`src/hdl/frcr_pkg.sv`:
```
package frcr_pkg;

  localparam int MAX_FRAME     = 256;
  localparam int PAYLOAD_BYTES = 16;

  // payload counter holds 0..MAX_FRAME
  localparam int CNT_W = $clog2(MAX_FRAME + 1);
  localparam int IDX_W = $clog2(PAYLOAD_BYTES);
  localparam int LEN_W = 9;
  localparam int LEN_MAX = (1 << LEN_W) - 1;

  localparam logic [7:0] HEAD_RESET = 8'h7E;
  localparam logic [7:0] TAIL_RESET = 8'h7F;

  // register index, taken from paddr[2]
  localparam logic REG_HEAD = 1'b0;
  localparam logic REG_TAIL = 1'b1;

  localparam logic [2:0] MOTION_STAND   = 3'd0;
  localparam logic [2:0] MOTION_FORWARD = 3'd1;
  localparam logic [2:0] MOTION_RIGHT   = 3'd2;
  localparam logic [2:0] MOTION_BACK    = 3'd3;
  localparam logic [2:0] MOTION_LEFT    = 3'd4;

  typedef logic [PAYLOAD_BYTES-1:0][7:0] payload_t;

  typedef struct packed {
    logic             commit;
    logic [CNT_W-1:0] length;
  } frcr_commit_t;

endpackage

```
`src/hdl/framed_remote_control_receiver_unit.sv`:
```
// Framed remote control receiver. Received bytes enter one word per cycle on
// the s_axis side; each byte yields exactly one m_axis word in the next cycle,
// so the sustained rate is one byte per clock. A byte equal to head_byte opens
// (or restarts) a frame; a byte equal to tail_byte closes it and, for a
// nonempty payload, commits its first 16 bytes over the held payload. A frame
// whose payload grows past MAX_FRAME bytes is discarded and flagged. Each
// result word carries the done/dropped flags of its byte plus the held
// payload as four big-endian channels, eight key bytes and a motion command.
// The latency and rate are set by the single result register; while a result
// waits on m_axis_tready the input stalls. head_byte (0x0) and tail_byte (0x4)
// sit on the APB port and are meant to be written while the stream is idle.
module framed_remote_control_receiver_unit
  import frcr_pkg::*;
(
  input  logic          clk,
  input  logic          rst,
  // APB configuration
  input  logic          psel,
  input  logic          penable,
  input  logic          pwrite,
  input  logic [2:0]    paddr,
  input  logic [31:0]   pwdata,
  output logic [31:0]   prdata,
  output logic          pready,
  // byte input
  input  logic          s_axis_tvalid,
  output logic          s_axis_tready,
  input  logic [7:0]    s_axis_tdata,   // [7:0] rx_byte
  // result output
  output logic          m_axis_tvalid,
  input  logic          m_axis_tready,
  output logic [143:0]  m_axis_tdata,   // [8:0] frame_length, [24:9] channel_0,
                                        // [40:25] channel_1, [56:41] channel_2,
                                        // [72:57] channel_3, [136:73] key_bytes,
                                        // [139:137] motion_command, rest zero
  output logic [1:0]    m_axis_tuser    // [0] frame_done, [1] frame_dropped
);

  logic [7:0]       head_byte, tail_byte;
  logic             accept;
  frcr_commit_t     commit;
  logic             done, dropped;
  logic             done_q, dropped_q;
  payload_t         staging, held;
  logic [LEN_W-1:0] frame_length;
  logic [2:0]       motion_command;

  // APB: always ready, register picked by paddr[2]
  assign pready = 1'b1;

  always_ff @(posedge clk) begin
    if (rst) begin
      head_byte <= HEAD_RESET;
      tail_byte <= TAIL_RESET;
    end else if (psel && penable && pwrite) begin
      case (paddr[2])
        REG_HEAD: head_byte <= pwdata[7:0];
        REG_TAIL: tail_byte <= pwdata[7:0];
        default:  ;
      endcase
    end
  end

  always_comb begin
    case (paddr[2])
      REG_HEAD: prdata = {24'd0, head_byte};
      REG_TAIL: prdata = {24'd0, tail_byte};
      default:  prdata = '0;
    endcase
  end

  // take a byte whenever the result slot is empty or being drained
  assign s_axis_tready = !m_axis_tvalid || m_axis_tready;
  assign accept        = s_axis_tvalid && s_axis_tready;

  frcr_framer u_framer (
    .clk       (clk),
    .rst       (rst),
    .accept    (accept),
    .rx_byte   (s_axis_tdata),
    .head_byte (head_byte),
    .tail_byte (tail_byte),
    .commit    (commit),
    .done      (done),
    .dropped   (dropped),
    .staging   (staging)
  );

  // held payload updates at the accept edge, so it is the result payload
  // of the word now in the output register
  frcr_hold u_hold (
    .clk            (clk),
    .rst            (rst),
    .accept         (accept),
    .commit         (commit),
    .staging        (staging),
    .held           (held),
    .frame_length   (frame_length),
    .motion_command (motion_command)
  );

  always_ff @(posedge clk) begin
    if (rst) begin
      m_axis_tvalid <= 1'b0;
    end else if (accept) begin
      m_axis_tvalid <= 1'b1;
    end else if (m_axis_tready) begin
      m_axis_tvalid <= 1'b0;
    end
  end

  always_ff @(posedge clk) begin
    if (accept) begin
      done_q    <= done;
      dropped_q <= dropped;
    end
  end

  assign m_axis_tuser = {dropped_q, done_q};

  assign m_axis_tdata = {
    4'd0,
    motion_command,
    held[15], held[14], held[13], held[12], held[11], held[10], held[9], held[8],
    held[6], held[7],
    held[4], held[5],
    held[2], held[3],
    held[0], held[1],
    frame_length
  };

endmodule

```
`src/hdl/frcr_framer.sv`:
```
module frcr_framer
  import frcr_pkg::*;
(
  input  logic         clk,
  input  logic         rst,
  input  logic         accept,
  input  logic [7:0]   rx_byte,
  input  logic [7:0]   head_byte,
  input  logic [7:0]   tail_byte,
  output frcr_commit_t commit,
  output logic         done,
  output logic         dropped,
  output payload_t     staging
);

  logic             frame_open, frame_open_next;
  logic [CNT_W-1:0] count, count_next;
  logic             stage_we;

  always_comb begin
    frame_open_next = frame_open;
    count_next      = count;
    stage_we        = 1'b0;
    done            = 1'b0;
    dropped         = 1'b0;
    commit.commit   = 1'b0;
    commit.length   = count;
    if (rx_byte == head_byte) begin
      // head always restarts, wins over tail when both match
      frame_open_next = 1'b1;
      count_next      = '0;
    end else if (frame_open) begin
      if (rx_byte == tail_byte) begin
        commit.commit   = (count != '0);
        frame_open_next = 1'b0;
        count_next      = '0;
        done            = 1'b1;
      end else if (count < CNT_W'(MAX_FRAME)) begin
        stage_we   = (count < CNT_W'(PAYLOAD_BYTES));
        count_next = count + 1'b1;
      end else begin
        frame_open_next = 1'b0;
        count_next      = '0;
        dropped         = 1'b1;
      end
    end
  end

  always_ff @(posedge clk) begin
    if (rst) begin
      frame_open <= 1'b0;
      count      <= '0;
    end else if (accept) begin
      frame_open <= frame_open_next;
      count      <= count_next;
    end
  end

  always_ff @(posedge clk) begin
    if (accept && stage_we) begin
      staging[count[IDX_W-1:0]] <= rx_byte;
    end
  end

endmodule

```
`src/hdl/frcr_hold.sv`:
```
module frcr_hold
  import frcr_pkg::*;
(
  input  logic             clk,
  input  logic             rst,
  input  logic             accept,
  input  frcr_commit_t     commit,
  input  payload_t         staging,
  output payload_t         held,
  output logic [LEN_W-1:0] frame_length,
  output logic [2:0]       motion_command
);

  logic [CNT_W-1:0] held_length;

  always_ff @(posedge clk) begin
    if (rst) begin
      held        <= '0;
      held_length <= '0;
    end else if (accept && commit.commit) begin
      held_length <= commit.length;
      // short frame: positions past the length keep older bytes
      for (int i = 0; i < PAYLOAD_BYTES; i++) begin
        if (commit.length > CNT_W'(i)) begin
          held[i] <= staging[i];
        end
      end
    end
  end

  always_comb begin
    if (held_length > CNT_W'(LEN_MAX)) begin
      frame_length = LEN_W'(LEN_MAX);
    end else begin
      frame_length = LEN_W'(held_length);
    end
  end

  // first of keys 0..3 equal to one
  always_comb begin
    if (held[8] == 8'd1) begin
      motion_command = MOTION_FORWARD;
    end else if (held[9] == 8'd1) begin
      motion_command = MOTION_RIGHT;
    end else if (held[10] == 8'd1) begin
      motion_command = MOTION_BACK;
    end else if (held[11] == 8'd1) begin
      motion_command = MOTION_LEFT;
    end else begin
      motion_command = MOTION_STAND;
    end
  end

endmodule
```
`config.mk`:
```
export PLATFORM = sky130hd
export DESIGN_NAME = framed_remote_control_receiver_unit
export DESIGN_NICKNAME = d
export VERILOG_FILES = /design/src/hdl/frcr_pkg.sv /design/src/hdl/framed_remote_control_receiver_unit.sv /design/src/hdl/frcr_framer.sv /design/src/hdl/frcr_hold.sv
export SDC_FILE = /design/constraint.sdc
export NUM_CORES = 1
export LEC_CHECK = 0
export BUFFER_PORTS_ARGS = -buffer_cell sky130_fd_sc_hd__buf_2
export CAP_MARGIN = 15
export CORE_UTILIZATION = 30
export CTS_BUF_LIST = sky130_fd_sc_hd__clkbuf_8
export DETAILED_ROUTE_END_ITERATION = 8
export MAX_ROUTING_LAYER = met4
export PLACE_DENSITY = 0.6
export RECOVER_POWER = 25
export SLEW_MARGIN = 40
export SYNTH_ARGS = -nofsm -noshare
export SYNTH_HDL_FRONTEND = slang
export SYNTH_SLANG_ARGS = --single-unit
export TNS_END_PERCENT = 1
```
`constraint.sdc`:
```
create_clock -name clk -period 3.5 [get_ports clk]
set_input_delay 0.35 -clock clk [delete_from_list [all_inputs] [get_ports clk]]
set_output_delay 0.35 -clock clk [all_outputs]
set_load 0.005 [all_outputs]
```
# Word-level counts from Yosys, hierarchy flattened
# Cells that the tools add are included.
word_totals:
  ff_bits: 294
  elab_cells: 130
  input_bits: 50
  out_inout_bits: 181
classes:
  bitwise_logic: 2
  n_reduce_logical: 32
  n_addsub: 1
  magnitude_cmp: 21
  mux: 28
  eq_ne: 6
op_table:
  columns: ["cell", "count"]
  rows:
  - ["bitwise mux 128 bit", 1]
  - ["greater-than comparator 9 x 4 -> 1 bit, second input constant", 8]
  - ["case mux 32 bit (2 select lines)", 1]
  - ["2-to-1 mux 9 bit", 5]
  - ["AND reduction 2 bit", 19]
  - ["greater-than comparator 9 x 3 -> 1 bit, second input constant", 4]
  - ["demux 8 bit (select 4 bit)", 1]
  - ["== test 8 x 1 -> 1 bit, second input constant", 4]
  - ["greater-than comparator 9 x 1 -> 1 bit, second input constant", 2]
  - ["greater-than comparator 9 x 2 -> 1 bit, second input constant", 2]
  - ["== test 8 bit", 2]
  - ["2-to-1 mux 1 bit", 15]
  - ["2-to-1 mux 3 bit", 4]
  - ["adder 9 x 1 -> 9 bit, second input constant", 1]
  - ["greater-than comparator 9 bit, second input constant", 1]
  - ["< comparator 9 x 5 -> 1 bit, second input constant", 1]
  - ["< comparator 9 bit, second input constant", 1]
  - ["nonzero test 9 bit", 1]
  - ["2-to-1 mux 8 bit", 1]
  - ["logical AND 1 bit", 6]
  - ["< comparator 4 x 5 -> 1 bit, second input constant", 1]
  - ["greater-or-equal comparator 4 x 1 -> 1 bit, second input constant", 1]
  - ["nonzero test 2 bit", 2]
  - ["OR reduction 3 bit", 1]
  - ["other kinds (4)", 5]

# Longest topological paths before layout
# Gate-level depths: netlist (run 1).
depth:
  depth_word: 6
  mapped_depth: 9

# Hierarchy
# From an unflattened synthesis (run 1), not the netlist that was laid out.
hier_totals:
  hier_cells: 900
  area_unflattened_um2: 11253.3
modules_own_cells:
  columns: ["mod", "seq_area_each_um2", "area_per_inst_um2", "cells_each", "n_inst"]
  rows:
  - ["frcr_hold", 2742.6, 5278.8, 539, 1]
  - ["frcr_framer", 4043.9, 4867.2, 248, 1]
  - ["framed_remote_control_receiver_unit", 400.4, 1107.3, 113, 1]

# Worst setup path before layout (run 1)
# OpenSTA, ideal clock, no wires.
synth_timing:
  path_kind: "flip-flop to flip-flop"
  from: "register u_framer.count[4]"
  to: "register u_framer.staging[120] (netlist name) (enable)"
  stages_incl_launch_ff: 7
  required_ns: 3.130
  setup_ns: 0.370
  n_path_buf: 1
  synth_period_minus_slack_ns: 2.584
  path_slack_ns: 0.916
  arrival_ns: 2.214
  path_cell_list: "dfxtp_1 > or4_1 > buf_4 > or2_2 > nor4_2 > nand2_1 > nor2_1"
synth_between:
  elab_chain_len: 6
  word_cells_on_any_way: 7
synth_rtl:
  columns: ["item", "line", "rtl"]
  rows:
  - ["start: declaration", "frcr_framer.sv:17", "logic [CNT_W-1:0] count, count_next;"]
  - ["start signal: assignment", "frcr_framer.sv:55", "count <= count_next;"]
  - ["< comparator 9 x 5 -> 1 bit / < comparator 9 bit (equally long branches)", "frcr_framer.sv:39, frcr_framer.sv:38", null]
  - ["2-to-1 mux 1 bit (*)", "frcr_framer.sv:38", "end else if (count < CNT_W'(MAX_FRAME)) begin"]
  - ["2-to-1 mux 1 bit (*)", "frcr_framer.sv:33", "if (rx_byte == tail_byte) begin"]
  - ["2-to-1 mux 1 bit (*)", "frcr_framer.sv:32", "end else if (frame_open) begin"]
  - ["2-to-1 mux 1 bit (*)", "frcr_framer.sv:28", "if (rx_byte == head_byte) begin"]
  - ["logical AND 1 bit (*)", "frcr_framer.sv:60", "if (accept && stage_we) begin"]
  - ["end signal: indexed assignment", "frcr_framer.sv:61", "staging[count[IDX_W-1:0]] <= rx_byte;"]
  - ["end: declaration", "frcr_framer.sv:13", "output payload_t staging"]
# Every way passes the cells marked *; elsewhere a longest branch is shown, timed or not.
# A chain may end at the register's enable or synchronous reset.

# Final worst setup path (run 1)
layout_timing:
  from: "register u_framer.count[4]"
  to: "register u_framer.staging[123] (netlist name) (enable)"
# Same word-level chain as after synthesis.

==> impl_results.md, run 1 <==
* Status: complete, but fails checks
* Violated checks: DRC
* I/O pin total at 231
* Distinct cells, synth at 52
* Initial antenna violation count at 0
* Largest family of logic cells by synthesized area: multiplexers
* Post-synth EDFFs at 130
* CP Data Arrival Time at 3.10 ns
* Leakage at 6.06 nW
* Hold Vio Cnt, Final at 0
* Syn Inst Count at 860
* PnR Total Power at 6.71 mW
* Diodes inserted at 0
* Delay of the slowest critical-path stage at 0.71 ns
* DRC at 17
* Overall die area at 0.0374 mm²
* Post-synthesis xor/xnor area fraction at 1.75%
* NumNets Final at 1136
* Skew final at 0.0193 ns
* Port Buf Inserts at 175
* Total CTS buffers at 49
* H-tree depth at 2
* Skew-Pair Late Insertion Delay at 0.56 ns
* Synth Area in Adders at 0.455%
* Post-route setup TNS at 0 ns
* Via-to-Cell Ratio at 4.48
* Antenna Nets Post-Route at 0
* Core Box Area at 0.0358 mm²
* Share of cells above drive strength 1 at 26.0%
* Top_reg_cell synth: dfxtp_1
* CTS tree: built
* Synthesized flop and latch total at 294
* FP Rows at 69
* Routed len/inst at 18.1 µm
* GRT Resource Usage Total at 15.7%
* Largest net degree at the start of global routing at 58
* Maxcap violations at 0
* Post-synthesis simple-gate area fraction at 12.2%
* Final wirelength at 28600 µm
* GRT overflow at 0
* Cell Pwr Density at 501 mW/mm²
* Finished layout cell area at 0.0134 mm²
* Slew HR at 9.00%
* DP HPWL at 19600 µm
* Max-slew violations at 0
* Final cycle utilization of the critical path at 80.9%
* Worst slew pin tran at 1.37 ns
* Unrepaired setup endpoints after global routing: no
* GPL Wtd Cong at 0.800
* Drt pass-1 iters at 9
* Die width at 193 µm
* Die extent in y at 193 µm
* Seq/Total Area, Yosys at 65.3%
* Layout area overhead at 21.7%
* Fmax at 353 MHz
* Worst min path class: input pin to register
* Period minus WS final at 2.83 ns
* Critical Path Sink Type: register
* Sink Count at 294
* Cell Area, Synth at 0.0110 mm²
* Crit Path Max Fanout at 8
* Maximum vdd drop at 0.403 mV
* Critical-path cell list: or4_1 > or2_2 > nor4_2 > nand2_1 > nor2_1 > buf_4
* CP startpoint kind: register
* CP Buf/Inv Count at 1
* Post-synthesis compound-gate area fraction at 2.57%
* CTS max path bufs at 3
* Clk Tree Root Cell: clkbuf_8
* Slowest CP cell: or4_1
* Global-route wire length before repair at 43000 µm
* Number of global-route vias before repair at 7144
* Clk slew on worst S/H paths at 0.06 ns
* DP Area at 0.0124 mm²
* # Post-CTS Setup Buffers at 0
* Yosys warns at 0
* Worst path top cell family by delay: simple AND/OR/NAND/NOR gates
* Final setup viols at 0
* Ys async rst share at 0%
* Commonest non-fill, non-tap cell in the layout: nor2_1
* Multiplexer share of the synthesized area at 13.6%
* Kind of critical path: register to register
* 1st-iter DRT viols at 383
* Via Count at 7100
* Worst Path Required at 3.77 ns
* Initial Utilization at 30.7%
* Commonest non-fill, non-tap cells in the layout: nor2_1, buf_2, dfxtp_1, mux2i_1, edfxtp_1
* Mean Syn Cell Area at 12.8 µm²
repair_timing:
item	in CTS	in global routing
endpoints found under the hold margin	11	0
hold buffers	6	0
resized for setup	0	0
power by group:
part	switching (mW)	internal [mW]	total, mW
clock network	1.37	1.58	2.95
registers	0.00667	3.59	3.60
logic	0.125	0.0421	0.168
total	1.50	5.21	6.71
registers in the layout, indices dropped and copies added (netlist names):
| name | flops |
|---|---|
| u_framer.frame_open | 1 |
| tail_byte | 8 |
| u_hold.held | 128 |
| u_framer.count | 9 |
| head_byte | 8 |
| dropped_q | 1 |
| m_axis_tvalid | 1 |
| u_framer.staging | 128 |
| u_hold.held_length | 9 |
| done_q | 1 |
Yosys cell counts, types with 3 or more instances:
cell	n	area, µm²
inv_1	7	26.3
a21oi_1	11	55.1
nor2b_1	6	37.5
nor4_1	10	62.6
edfxtp_1	130	3900
nor3_1	7	35.0
buf_2	8	40.0
nand2b_1	3	18.8
nor4b_1	4	35.0
nor2_1	171	642
buf_4	32	240
a211o_1	6	52.6
ha_1	4	50.1
clkbuf_1	28	105
mux2i_1	140	1400
nand2_1	36	135
xor2_1	16	140
nand4_2	6	75.1
dfxtp_1	164	3280
nand3_1	4	20.0
nand3_2	5	50.1
xnor2_1	6	52.6
o21ai_0	4	20.0
nand3b_1	7	52.6
mux2_2	8	90.1
through the flow:
step                      setup slack (ns)  utilization [%]  std cells  hold slack, ns
after floorplan                      0.916                -        887           0.449
after global placement               0.644             34.6       1486           0.455
after detailed placement             0.652             34.6       1486           0.464
after CTS                            0.634             37.5       1584         0.00900
after global routing                 0.456             37.4       1584          0.0283
final                                0.670             37.4       1584          0.0479
cells by family (layout without fill, tap and decap cells):
group,after synthesis,count (layout)
adders and majority gates,4,4
DFF,294,294
muxes,148,148
xor gates and xnor gates,22,22
other,2,29
AOI/OAI and AO/OA,34,34
and+or+nand+nor,278,278
buffers and inverters,78,314
layer usage:
layer | routed length [µm] | share of wire (%) | global-route usage [%]
met2 | 13300 | 46 | 25.0
met3 | 1510 | 5.3 | 3.38
met4 | 705 | 2.5 | 4.83
met5 | 0 | 0 | -
met1 | 13100 | 46 | 19.9
path summary, 6_finish.rpt:
path                         from  slack [ns]                     to  cells after the start
max             u_framer.count[4]        0.67  u_framer.staging[123]                      6
min                     pwdata[0]        0.05           tail_byte[0]                      3
max reg2reg     u_framer.count[4]        0.67  u_framer.staging[123]                      6
min reg2reg  u_framer.staging[71]        0.47        u_hold.held[71]                      2
cell type report:
type	count	area, µm²
fill	3496	22400
sequential	294	7190
multi-input combinational	515	3470
inverter	7	26.3
tap	461	577
clock inverter	34	170
clock buffer	58	798
timing repair buffer	215	1160
worst reg2reg max path: stages, from the launching register on:
cell     delay (ns)
dfxtp_1        0.38
or4_1          0.71
or2_2          0.40
nor4_2         0.37
nand2_1        0.26
nor2_1         0.21
buf_4          0.20
Power figures use the tool's default switching activity.
==> run 2, diff against run 1 <==
- clock period: 3.5 -> 3 ns (I/O delays scaled with it)
==> run 2 against run 1 <==
Die area unchanged. Largest power group unchanged. Flip-flop and latch count unchanged. Cell area increased by 0.29%. Clock power increased by 16%. Sequential power increased by 16%. The run still ends with DRC left. Critical path depth unchanged. Total power increased by 16%. Count of clock-buffer cells in the layout increased by 1.
==> impl_results.md, run 2 (same netlist as run 1, synthesis figures left out) <==
* Status: complete, but fails checks
* Violated checks: DRC
* Hold Slack at 0.148 ns (+0.0998 ns)
* Drt pass-1 iters at 7 (-2)
* Post-CTS Resized at 0 (unchanged)
* Number of global-route vias before repair at 7158 (+0.20%)
* I/O pin total at 231 (unchanged)
* Critical Path Sink Type: register
* Max-slew violations at 0 (unchanged)
* FP Rows at 69 (unchanged)
* Initial Utilization at 30.7% (unchanged)
* Int Pwr at 6.10 mW (+17%)
* Delay of the slowest critical-path stage at 0.58 ns (-0.13 ns)
* Diodes inserted at 0 (unchanged)
* GRT overflow at 0 (unchanged)
* Clk slew on worst S/H paths at 0.06 ns (about the same)
* Worst Path Required at 3.27 ns (-0.50 ns)
* Initial antenna violation count at 0 (unchanged)
* Via Count at 7090 (-0.14%)
* DRC at 17 (unchanged)
* CTS max path bufs at 3 (unchanged)
* Share of cells above drive strength 1 at 25.6% (-0.45 points)
* CP startpoint kind: register
* GRT Resource Usage Total at 15.8% (+0.12 points)
* Final setup viols at 0 (unchanged)
* Post-route setup TNS at 0 ns (unchanged)
* Layout area overhead at 22.1%
* Hold Startpoint: s_axis_tdata[1]
* Unrepaired setup endpoints after global routing: no
* Maximum vdd drop at 0.391 mV (-3.0%)
* Finished layout cell area at 0.0134 mm² (+0.29%)
* Clk Tree Root Cell: clkbuf_8
* Power share of the combinational group at 2.5% (about the same)
* Fmax at 376 MHz (+6.5%)
* 1st-iter DRT viols at 363 (-5.2%)
* Hold endpoint: u_framer.staging[1]
* Skew-Pair Late Insertion Delay at 0.57 ns (about the same)
* Sink Count at 294 (unchanged)
* Crit Path Max Fanout at 8 (unchanged)
* Switch Pwr at 1.72 mW (+15%)
* Hold Path Stages at 1 (-2)
* Via-to-Cell Ratio at 4.48 (-0.14%)
* CTS tree: built
* Worst R2R Path Depth at 6 (unchanged)
* Skew final at 0.0295 ns (+0.0102 ns)
* Final cycle utilization of the critical path at 88.6% (+7.7 points)
* Cell Pwr Density at 582 mW/mm² (+16%)
* Worst slew pin tran at 1.38 ns (+0.0180 ns)
* Commonest non-fill, non-tap cell in the layout: nor2_1
* Slowest CP cell: or4_1
* CP Data Arrival Time at 2.93 ns (-0.17 ns)
* Leakage at 6.06 nW (about the same)
* Global-route wire length before repair at 43300 µm (+0.51%)
* DP Area at 0.0124 mm² (+0.14%)
* Reg2reg end: u_framer.staging[122]
* H-tree depth at 2 (unchanged)
* NumNets Final at 1140 (+0.35%)
* Slew HR at 7.80% (-1.2 points)
* Period minus WS final at 2.66 ns (-0.172 ns)
* DP HPWL at 19200 µm (-1.9%)
* R2R setup slack at 0.34 ns (-0.33 ns)
* Kind of critical path: register to register
* Die extent in y at 193 µm (unchanged)
* Core Box Area at 0.0358 mm² (unchanged)
* Hold Vio Cnt, Final at 0 (unchanged)
* Overall die area at 0.0374 mm² (unchanged)
* Total CTS buffers at 49 (unchanged)
* Largest net degree at the start of global routing at 87 (+50%)
* Routed len/inst at 18.1 µm (about the same)
* Port Buf Inserts at 175 (unchanged)
* RR Startpoint: u_framer.count[4]
* GPL Wtd Cong at 0.781 (-2.4%)
* Maxcap violations at 0 (unchanged)
* Die width at 193 µm (unchanged)
* PnR Total Power at 7.82 mW (+16%)
* Sequential Power Share at 53.6% (about the same)
* Final wirelength at 28600 µm (about the same)
* Sw Share at 22.0% (-0.37 points)
* Commonest non-fill, non-tap cells in the layout: nor2_1, dfxtp_1, buf_2, mux2i_1, edfxtp_1
* Antenna Nets Post-Route at 0 (unchanged)
* Worst min path class: input pin to register
* Critical-path cell list: or4_1 > or2_2 > nor4_2 > nand2_1 > nor2_1 > buf_4
* Clock group share of total power at 43.9% (about the same)
run 2: cell types whose count changed in the layout (fill, tap and decap cells not counted):
cell | before | now
inv_1 | 25 | 24
buf_12 | 1 | 2
clkbuf_1 | 17 | 19
clkinv_2 | 10 | 4
dlygate4sd3_1 | 6 | 9
buf_2 | 165 | 163
clkbuf_8 | 58 | 59
clkinv_1 | 4 | 5
clkinvlp_4 | 1 | 2
run 2: final cells by class:
type | instances | area [µm²]
tap | 461 | 577
clock buffer | 59 | 812
timing repair buffer | 219 | 1210
fill | 3539 | 22400
multi-input combinational | 515 | 3470
sequential | 294 | 7190
clock inverter | 29 | 148
inverter | 7 | 26.3
run 2: per-stage QoR:
stage          setup slack (ns)  util (%)  cells
3_5_place_dp              0.264      34.7   1487
5_1_grt                   0.164      37.5   1584
4_1_cts                   0.317      37.6   1584
6_report                  0.342      37.5   1584
2_1_floorplan             0.416         -    887
3_3_place_gp              0.267      34.7   1487
run 2: worst max-delay path by stage:
stage,startpoint,end,slack [ns]
final,u_framer.count[4],u_framer.staging[122],0.34
after global routing,u_framer.count[4],u_framer.staging[122],0.16
after CTS,u_framer.count[4],u_framer.staging[85],0.32
after detailed placement,s_axis_tdata[7],u_hold.held[57],0.26
after global placement,s_axis_tdata[7],u_hold.held[60],0.27
after floorplan,u_framer.count[4],u_framer.staging[120],0.42
run 2: layer usage:
| metal | vias up | part of all wire (%) | GRT usage [%] |
|---|---|---|---|
| met5 | - | 0 | - |
| met4 | 0 | 2.1 | 4.68 |
| met3 | 46 | 5.3 | 3.73 |
| met2 | 212 | 47 | 25.4 |
| met1 | 3427 | 45 | 19.6 |
| li1 | 3405 | - | - |
run 2: power by group through the flow:
stage | Combinational (mW) | Sequential [mW] | Clock (mW)
4_1_cts | 0.209 | 4.19 | 3.56
3_5_place_dp | 0.200 | 4.28 | 0
2_1_floorplan | 0.108 | 4.28 | 0
3_3_place_gp | 0.197 | 4.28 | 0
6_report | 0.195 | 4.19 | 3.43
5_1_grt | 0.216 | 4.19 | 3.73
run 2: what timing repair did:
item,CTS,global route
buffers inserted,0,0
hold endpoints to repair,17,0
hold buffers,9,0
run 2: critical path: cells and delay by family (launching register included):
family	cells	cell delay, ns
buffers and inverters	1	0.21
and+or+nand+nor	5	1.79
DFF	1	0.38
